<file path="config.mk">
export PLATFORM = sky130hd
export DESIGN_NAME = hdlc_byte_stuff_deframer_flat
export DESIGN_NICKNAME = d
export VERILOG_FILES = /design/src/hdl/hdlcd_pkg.sv /design/src/hdl/hdlcd_if.sv /design/src/hdl/hdlcd_fcs16.sv /design/src/hdl/hdlc_byte_stuff_deframer.sv /design/src/flat_wrapper.sv
export SDC_FILE = /design/constraint.sdc
export NUM_CORES = 1
export LEC_CHECK = 0
export ABC_AREA = 0
export BUFFER_PORTS_ARGS = -buffer_cell sky130_fd_sc_hd__buf_2
export CORE_MARGIN = 10
export CORE_UTILIZATION = 53
export CTS_CLUSTER_DIAMETER = 60
export DETAILED_ROUTE_END_ITERATION = 10
export GPL_ROUTABILITY_DRIVEN = 1
export HOLD_SLACK_MARGIN = 0.02
export PLACE_DENSITY = 0.84
export RECOVER_POWER = 25
export SKIP_LAST_GASP = 1
export SYNTH_ARGS = -nofsm -noshare
export SYNTH_HDL_FRONTEND = slang
export SYNTH_SLANG_ARGS = --single-unit
</file>
<file path="constraint.sdc">
create_clock -name clk -period 3.7 [get_ports clk]
set_input_delay 0.74 -clock clk [delete_from_list [all_inputs] [get_ports clk]]
set_output_delay 0.74 -clock clk [all_outputs]
set_load 0.01 [all_outputs]
</file>
<file path="src/hdl/hdlcd_pkg.sv">
// shared constants and event codes for the hdlc byte-stuffing deframer
// no dependencies; used by the interfaces, the fcs fold and the top level
package hdlcd_pkg;

  localparam int unsigned BYTE_W    = 8;
  localparam int unsigned KIND_W    = 3;
  localparam int unsigned INDEX_W   = 10;
  localparam int unsigned COUNT_W   = 11;
  localparam int unsigned FCS_W     = 16;
  localparam int unsigned INDEX_CAP = 1024;

  typedef logic [BYTE_W-1:0]  byte_t;
  typedef logic [KIND_W-1:0]  kind_t;
  typedef logic [INDEX_W-1:0] index_t;
  typedef logic [COUNT_W-1:0] count_t;
  typedef logic [FCS_W-1:0]   fcs_t;

  // event codes
  localparam kind_t EV_NONE     = 3'd0;
  localparam kind_t EV_DATA     = 3'd1;
  localparam kind_t EV_GOOD     = 3'd2;
  localparam kind_t EV_FCS_ERR  = 3'd3;
  localparam kind_t EV_OVERFLOW = 3'd4;

  localparam byte_t  FLAG_BYTE = 8'h7E;
  localparam byte_t  ESC_BYTE  = 8'h7D;
  localparam byte_t  ESC_XOR   = 8'h20;
  localparam count_t MIN_CLOSE = 11'd3;

  localparam fcs_t FCS_INIT = 16'hFFFF;
  localparam fcs_t FCS_GOOD = 16'hF0B8;
  localparam fcs_t FCS_POLY = 16'h8408;

endpackage

</file>
<file path="src/hdl/hdlcd_if.sv">
// valid/ready channel interfaces for the deframer: raw line bytes in, events out
// depends on hdlcd_pkg
interface hdlcd_byte_if;
  logic               valid;
  logic               ready;
  hdlcd_pkg::byte_t   line_byte;

  modport source (output valid, output line_byte, input ready);
  modport sink   (input valid, input line_byte, output ready);
endinterface

interface hdlcd_event_if;
  logic               valid;
  logic               ready;
  hdlcd_pkg::kind_t   event_kind;
  hdlcd_pkg::byte_t   data_byte;
  hdlcd_pkg::index_t  byte_index;
  hdlcd_pkg::index_t  payload_len;

  modport source (output valid, output event_kind, output data_byte,
                  output byte_index, output payload_len, input ready);
  modport sink   (input valid, input event_kind, input data_byte,
                  input byte_index, input payload_len, output ready);
endinterface

</file>
<file path="src/hdl/hdlcd_fcs16.sv">
// one-byte update of the reflected fcs-16 (poly 0x8408), purely combinational
// depends on hdlcd_pkg
module hdlcd_fcs16 (
  input  hdlcd_pkg::fcs_t  fcs_in,
  input  hdlcd_pkg::byte_t data_in,
  output hdlcd_pkg::fcs_t  fcs_out
);

  always_comb begin
    hdlcd_pkg::fcs_t acc;
    acc = fcs_in ^ {8'h00, data_in};
    for (int i = 0; i < 8; i++) begin
      if (acc[0]) begin
        acc = (acc >> 1) ^ hdlcd_pkg::FCS_POLY;
      end else begin
        acc = acc >> 1;
      end
    end
    fcs_out = acc;
  end

endmodule

</file>
<file path="src/hdl/hdlc_byte_stuff_deframer.sv">
// HDLC async deframer: hunts for a 0x7E flag, removes 0x7D escapes (next byte
// XOR 0x20), emits each decoded byte with its index and checks the FCS-16
// (RFC 1662, residue 0xF0B8) at the closing flag. Every accepted line byte
// gives exactly one event beat. One byte is taken per clock while the output is
// not stalled: a byte is captured in an input register, decoded and folded into
// the FCS combinationally, and its event is loaded into the output register
// when the input register advances. A stalled event holds both registers, and
// once the input register is full the input stops accepting until the event is taken.
// The limit written through cfg_wr_data is clamped to MAX_FRAME and 1024 (0 acts
// as 1); when a data byte would bring the stored byte count to it the frame is
// dropped with an overflow event. Depends on hdlcd_pkg, hdlcd_if and hdlcd_fcs16.
module hdlc_byte_stuff_deframer #(
  parameter int unsigned MAX_FRAME = 1024
) (
  input  logic                    clk,
  input  logic                    rst_n,
  hdlcd_byte_if.sink              in_bus,
  hdlcd_event_if.source           out_bus,
  input  logic                    cfg_wr_en,
  input  hdlcd_pkg::count_t       cfg_wr_data
);

  localparam int unsigned CAP = (MAX_FRAME < hdlcd_pkg::INDEX_CAP) ?
                                MAX_FRAME : hdlcd_pkg::INDEX_CAP;
  localparam hdlcd_pkg::count_t CAP_C = hdlcd_pkg::COUNT_W'(CAP);

  // effective limit, clamped at write time
  hdlcd_pkg::count_t lim_r;

  always_ff @(posedge clk) begin
    if (!rst_n) begin
      lim_r <= CAP_C;
    end else if (cfg_wr_en) begin
      if (cfg_wr_data > CAP_C) begin
        lim_r <= CAP_C;
      end else if (cfg_wr_data == '0) begin
        lim_r <= hdlcd_pkg::COUNT_W'(1);
      end else begin
        lim_r <= cfg_wr_data;
      end
    end
  end

  // input register
  logic             s1_valid_r;
  hdlcd_pkg::byte_t s1_byte_r;
  logic             out_valid_r;
  logic             s1_adv;

  assign s1_adv       = s1_valid_r && (!out_valid_r || out_bus.ready);
  assign in_bus.ready = !s1_valid_r || s1_adv;

  always_ff @(posedge clk) begin
    if (!rst_n) begin
      s1_valid_r <= 1'b0;
    end else if (in_bus.ready) begin
      s1_valid_r <= in_bus.valid;
    end
  end

  always_ff @(posedge clk) begin
    if (in_bus.ready && in_bus.valid) begin
      s1_byte_r <= in_bus.line_byte;
    end
  end

  // frame state
  logic              in_frame_r, in_frame_nxt;
  logic              esc_r, esc_nxt;
  hdlcd_pkg::count_t count_r, count_nxt;
  hdlcd_pkg::fcs_t   fcs_r, fcs_nxt;

  hdlcd_pkg::byte_t  dec_byte;
  hdlcd_pkg::fcs_t   fcs_fold;
  hdlcd_pkg::count_t count_inc;

  hdlcd_pkg::kind_t  kind_nxt;
  hdlcd_pkg::byte_t  data_nxt;
  hdlcd_pkg::index_t idx_nxt;
  hdlcd_pkg::index_t plen_nxt;

  assign dec_byte  = esc_r ? (s1_byte_r ^ hdlcd_pkg::ESC_XOR) : s1_byte_r;
  assign count_inc = count_r + hdlcd_pkg::COUNT_W'(1);

  hdlcd_fcs16 u_fcs (
    .fcs_in  (fcs_r),
    .data_in (dec_byte),
    .fcs_out (fcs_fold)
  );

  always_comb begin
    in_frame_nxt = in_frame_r;
    esc_nxt      = esc_r;
    count_nxt    = count_r;
    fcs_nxt      = fcs_r;
    kind_nxt     = hdlcd_pkg::EV_NONE;
    data_nxt     = '0;
    idx_nxt      = '0;
    plen_nxt     = '0;
    priority if (!in_frame_r) begin
      if (s1_byte_r == hdlcd_pkg::FLAG_BYTE) begin
        in_frame_nxt = 1'b1;
      end
    end else if (s1_byte_r == hdlcd_pkg::FLAG_BYTE) begin
      // short frames ignore the flag and keep everything
      if (count_r >= hdlcd_pkg::MIN_CLOSE) begin
        if (fcs_r == hdlcd_pkg::FCS_GOOD) begin
          kind_nxt = hdlcd_pkg::EV_GOOD;
          plen_nxt = hdlcd_pkg::INDEX_W'(count_r - hdlcd_pkg::COUNT_W'(2));
        end else begin
          kind_nxt = hdlcd_pkg::EV_FCS_ERR;
        end
        in_frame_nxt = 1'b0;
        esc_nxt      = 1'b0;
        count_nxt    = '0;
        fcs_nxt      = hdlcd_pkg::FCS_INIT;
      end
    end else if (s1_byte_r == hdlcd_pkg::ESC_BYTE) begin
      esc_nxt = 1'b1;
    end else begin
      if (count_inc >= lim_r) begin
        kind_nxt     = hdlcd_pkg::EV_OVERFLOW;
        in_frame_nxt = 1'b0;
        esc_nxt      = 1'b0;
        count_nxt    = '0;
        fcs_nxt      = hdlcd_pkg::FCS_INIT;
      end else begin
        kind_nxt  = hdlcd_pkg::EV_DATA;
        data_nxt  = dec_byte;
        idx_nxt   = count_r[hdlcd_pkg::INDEX_W-1:0];
        esc_nxt   = 1'b0;
        count_nxt = count_inc;
        fcs_nxt   = fcs_fold;
      end
    end
  end

  always_ff @(posedge clk) begin
    if (!rst_n) begin
      in_frame_r <= 1'b0;
      esc_r      <= 1'b0;
      count_r    <= '0;
      fcs_r      <= hdlcd_pkg::FCS_INIT;
    end else if (s1_adv) begin
      in_frame_r <= in_frame_nxt;
      esc_r      <= esc_nxt;
      count_r    <= count_nxt;
      fcs_r      <= fcs_nxt;
    end
  end

  // result register
  hdlcd_pkg::kind_t  kind_r;
  hdlcd_pkg::byte_t  data_r;
  hdlcd_pkg::index_t idx_r;
  hdlcd_pkg::index_t plen_r;

  always_ff @(posedge clk) begin
    if (!rst_n) begin
      out_valid_r <= 1'b0;
    end else if (!out_valid_r || out_bus.ready) begin
      out_valid_r <= s1_valid_r;
    end
  end

  always_ff @(posedge clk) begin
    if (s1_adv) begin
      kind_r <= kind_nxt;
      data_r <= data_nxt;
      idx_r  <= idx_nxt;
      plen_r <= plen_nxt;
    end
  end

  assign out_bus.valid       = out_valid_r;
  assign out_bus.event_kind  = kind_r;
  assign out_bus.data_byte   = data_r;
  assign out_bus.byte_index  = idx_r;
  assign out_bus.payload_len = plen_r;

endmodule

</file>
<file path="src/flat_wrapper.sv">
// flat-port wrapper written by rule: the top's interface ports become plain ports
module hdlc_byte_stuff_deframer_flat 
#(
  parameter int unsigned MAX_FRAME = 1024
)
  (clk, rst_n, cfg_wr_en, cfg_wr_data, in_bus_valid, in_bus_line_byte, in_bus_ready, out_bus_valid, out_bus_event_kind, out_bus_data_byte, out_bus_byte_index, out_bus_payload_len, out_bus_ready);
  hdlcd_byte_if in_bus_i ();
  hdlcd_event_if out_bus_i ();
  input  logic clk;
  input  logic rst_n;
  input  logic cfg_wr_en;
  input  hdlcd_pkg::count_t cfg_wr_data;
  input wire logic [$bits(in_bus_i.valid)-1:0] in_bus_valid;
  input wire logic [$bits(in_bus_i.line_byte)-1:0] in_bus_line_byte;
  output wire logic [$bits(in_bus_i.ready)-1:0] in_bus_ready;
  output wire logic [$bits(out_bus_i.valid)-1:0] out_bus_valid;
  output wire logic [$bits(out_bus_i.event_kind)-1:0] out_bus_event_kind;
  output wire logic [$bits(out_bus_i.data_byte)-1:0] out_bus_data_byte;
  output wire logic [$bits(out_bus_i.byte_index)-1:0] out_bus_byte_index;
  output wire logic [$bits(out_bus_i.payload_len)-1:0] out_bus_payload_len;
  input wire logic [$bits(out_bus_i.ready)-1:0] out_bus_ready;
  assign in_bus_i.valid = in_bus_valid;
  assign in_bus_i.line_byte = in_bus_line_byte;
  assign in_bus_ready = in_bus_i.ready;
  assign out_bus_valid = out_bus_i.valid;
  assign out_bus_event_kind = out_bus_i.event_kind;
  assign out_bus_data_byte = out_bus_i.data_byte;
  assign out_bus_byte_index = out_bus_i.byte_index;
  assign out_bus_payload_len = out_bus_i.payload_len;
  assign out_bus_i.ready = out_bus_ready;
  hdlc_byte_stuff_deframer #(.MAX_FRAME(MAX_FRAME)) u_core (.clk(clk), .rst_n(rst_n), .in_bus(in_bus_i), .out_bus(out_bus_i), .cfg_wr_en(cfg_wr_en), .cfg_wr_data(cfg_wr_data));
endmodule
</file>
==> out/metrics.csv <==
metric,value,unit
synth.distinct_cells,51,
seq_area,0.00201,sq mm
syn2layout_area_growth,13.1,%
yosys.area.top_type,edfxtp_1,
grt_pass1_vias,2801,
start_kind,flip-flop,
synth_commonest_cells,"42 x dfxtp_1, 39 x edfxtp_1, 25 x nand2_1",
ys_seq_area_share,50.0,%
fin_nets,466,
dp_hpwl,6470,um
cp-startpoint,u_core.count_r[2],
drive_gt1_share,19.2,%
timing_hold_violations_final,0,
min_period,3.40,ns
coreArea,0.00733,sq mm
rsz0062_at_grt,false,
finalClockSkew,0.0118,ns
via_per_inst,5.57,
ys_seq_elements,81,
ctsHoldBuffers,0,
cts_root_buf,clkbuf_8,
cts_tree,built,
whs,0.461,ns
initial_core_util,54.9,%
clockBufferDepth,2,
fillers,616,
io_pins,57,
timing.final.crit_share,91.9,%
num_antenna_cells,0,
overflow,0,
pre_cts_slack,0.367,ns
synth.top_cell.area_share,29.1,%
drv_slew,35,
syn_inst,376,
synth_flop_cell,dfxtp_1,
syn_nets,415,
io_buffers,56,
powerDensity,385,mW/mm^2
numCtsBuffers,9,
yosysMostFrequentCell,dfxtp_1,
antenna_found_initial,0,
cap_violations,1,
post_drt_wl_per_cell,16.2,um
critPathCapture,u_core.out_bus.data_byte[5],
num_vias,2958,
ant_nets,0,
fp.dieW,107,um
clock_latency,0.35,ns
cp.arrival,3.61,ns
relSlewSlack,-11.4,%
grt_use_total,15.3,%
core.rowCount,31,
grt_pass1_wl,14100,um
layout_setup_ws,0.298,ns
grt_max_degree,35,
clkTransAtPathRegs,0.08,ns
total_leakage_power,1.83,nW
routed_wl,8600,um
die_area,0.0115,sq mm
clock_sinks,81,
critPathKind,reg -> reg,
setup_viol,0,
multi_input_area,0.00182,sq mm
syn-mean-instance-area,10.7,sq um
reg2reg_from,u_core.count_r[2],
synthArstFlopShare,0,%
gp_congestion,0.926,
worst_pin_slew,1.67,ns
status,"finished, violations left",
crit_path_end_kind,flip-flop,
synth-edff-count,39,
regToRegEndpoint,u_core.out_bus.data_byte[5],
tns,0,ns
reg2reg_setup_slack,0.30,ns
cts_resized,0,
ys.warnings.count,0,
firstDrtPassIters,4,
fmax,0.294,GHz
ir_drop,0.259,mV
post-route-drc-count,0,
drt_iter0_drc,215,
syn_area,0.00402,sq mm
hp-class,reg -> reg,
cts_setup_buffers,0,
r2r_cells,12,
synthTopCellsByArea,"edfxtp_1 29%, dfxtp_1 21%, xor2_1 5.0%",
die_h,107,um
h-tree-depth,3,
critPathMaxFanout,14,
cp.required,3.91,ns
finish.utilization,62.0,%
violations,"capacitance limit, slew limit",
[routing by layer]
layer  share of wire, %  global-route usage (%)  vias up
met3                5.9                    4.25       15
met2                 46                    22.6       86
met1                 46                    20.5     1404
met5                  0                       0        -
li1                   -                       -     1453
met4                2.1                    6.29        0
[stage by stage]
stage / cell area, sq um / total power, mW / instances
6_report: 4550 / 1.75 / 531
4_1_cts: 4550 / 1.77 / 531
3_5_place_dp: 4340 / 1.12 / 515
3_3_place_gp: 4340 / 1.11 / 515
2_1_floorplan: 4020 / 1.07 / 376
5_1_grt: 4550 / 1.82 / 531
[worst min-delay path by stage]
stage                      start      endpoint  slack (ns)  cells after the start
floorplan           u_core.esc_r  u_core.esc_r        0.43                      2
CTS                 u_core.esc_r  u_core.esc_r        0.46                      2
global placement    u_core.esc_r  u_core.esc_r        0.45                      2
finish              u_core.esc_r  u_core.esc_r        0.46                      2
global route        u_core.esc_r  u_core.esc_r        0.51                      2
detailed placement  u_core.esc_r  u_core.esc_r        0.45                      2
[worst max-delay path, cell delays in order (launching register included)]
cell	delay, ns
dfxtp_1	0.51
ha_1	0.24
nand4_1	0.20
or2_2	0.40
nor2_1	0.14
xor2_1	0.24
ha_1	0.30
nand3_1	0.10
nor2_1	0.05
a21oi_1	0.21
buf_4	0.21
o2111a_1	0.46
and2_1	0.21
[flip-flops by register name, summed over array words and instances, names as in the netlist]
signal and flops:
u_core.out_bus.payload_len 10, u_core.s1_valid_r 1, u_core.s1_byte_r 8, u_core.out_bus.data_byte 8, u_core.out_bus.valid 1, u_core.lim_r 11
u_core.in_frame_r 1, u_core.esc_r 1, u_core.out_bus.event_kind 3, u_core.count_r 11, u_core.fcs_r 16, u_core.out_bus.byte_index 10
[final cells by class]
| type | instances | area share, % |
|---|---|---|
| clock buffer | 14 | 4.26 |
| clock inverter | 2 | 0.358 |
| inverter | 19 | 1.57 |
| multi-input combinational | 255 | 40.0 |
| sequential | 81 | 44.2 |
| tap | 99 | 2.72 |
| timing repair buffer | 61 | 6.88 |
[logic make-up (layout without fill, tap and decap cells)]
group | Yosys count | after routing | synth area share [%]
AOI/OAI and AO/OA | 66 | 66 | 12.7
xor gates and xnor gates | 43 | 43 | 9.37
adders and majority gates | 15 | 15 | 4.67
buffers and inverters | 40 | 96 | 4.76
DFF | 81 | 81 | 50.0
muxes | 1 | 1 | 0.249
and+or+nand+nor | 130 | 130 | 18.2
[power breakdown]
group | switching [mW] | internal, mW
Sequential | 0.0130 | 0.960
Combinational | 0.0761 | 0.0491
Clock | 0.311 | 0.343
Total | 0.400 | 1.35
[cells in the final DEF, fill, tap and decap left out, types with 12 or more instances in the layout]
| cell type | synthesis | routed |
|---|---|---|
| clkbuf_8 | 0 | 12 |
| xnor2_1 | 20 | 20 |
| xor2_1 | 23 | 23 |
| o22a_1 | 15 | 15 |
| ha_1 | 15 | 15 |
| buf_2 | 6 | 55 |
| dfxtp_1 | 42 | 42 |
| and2_1 | 23 | 18 |
| nand2_1 | 25 | 25 |
| inv_1 | 19 | 19 |
| edfxtp_1 | 39 | 39 |
| nand3_1 | 15 | 15 |
| nor2_1 | 21 | 21 |
Note: power is estimated with default switching activity, not from simulation.
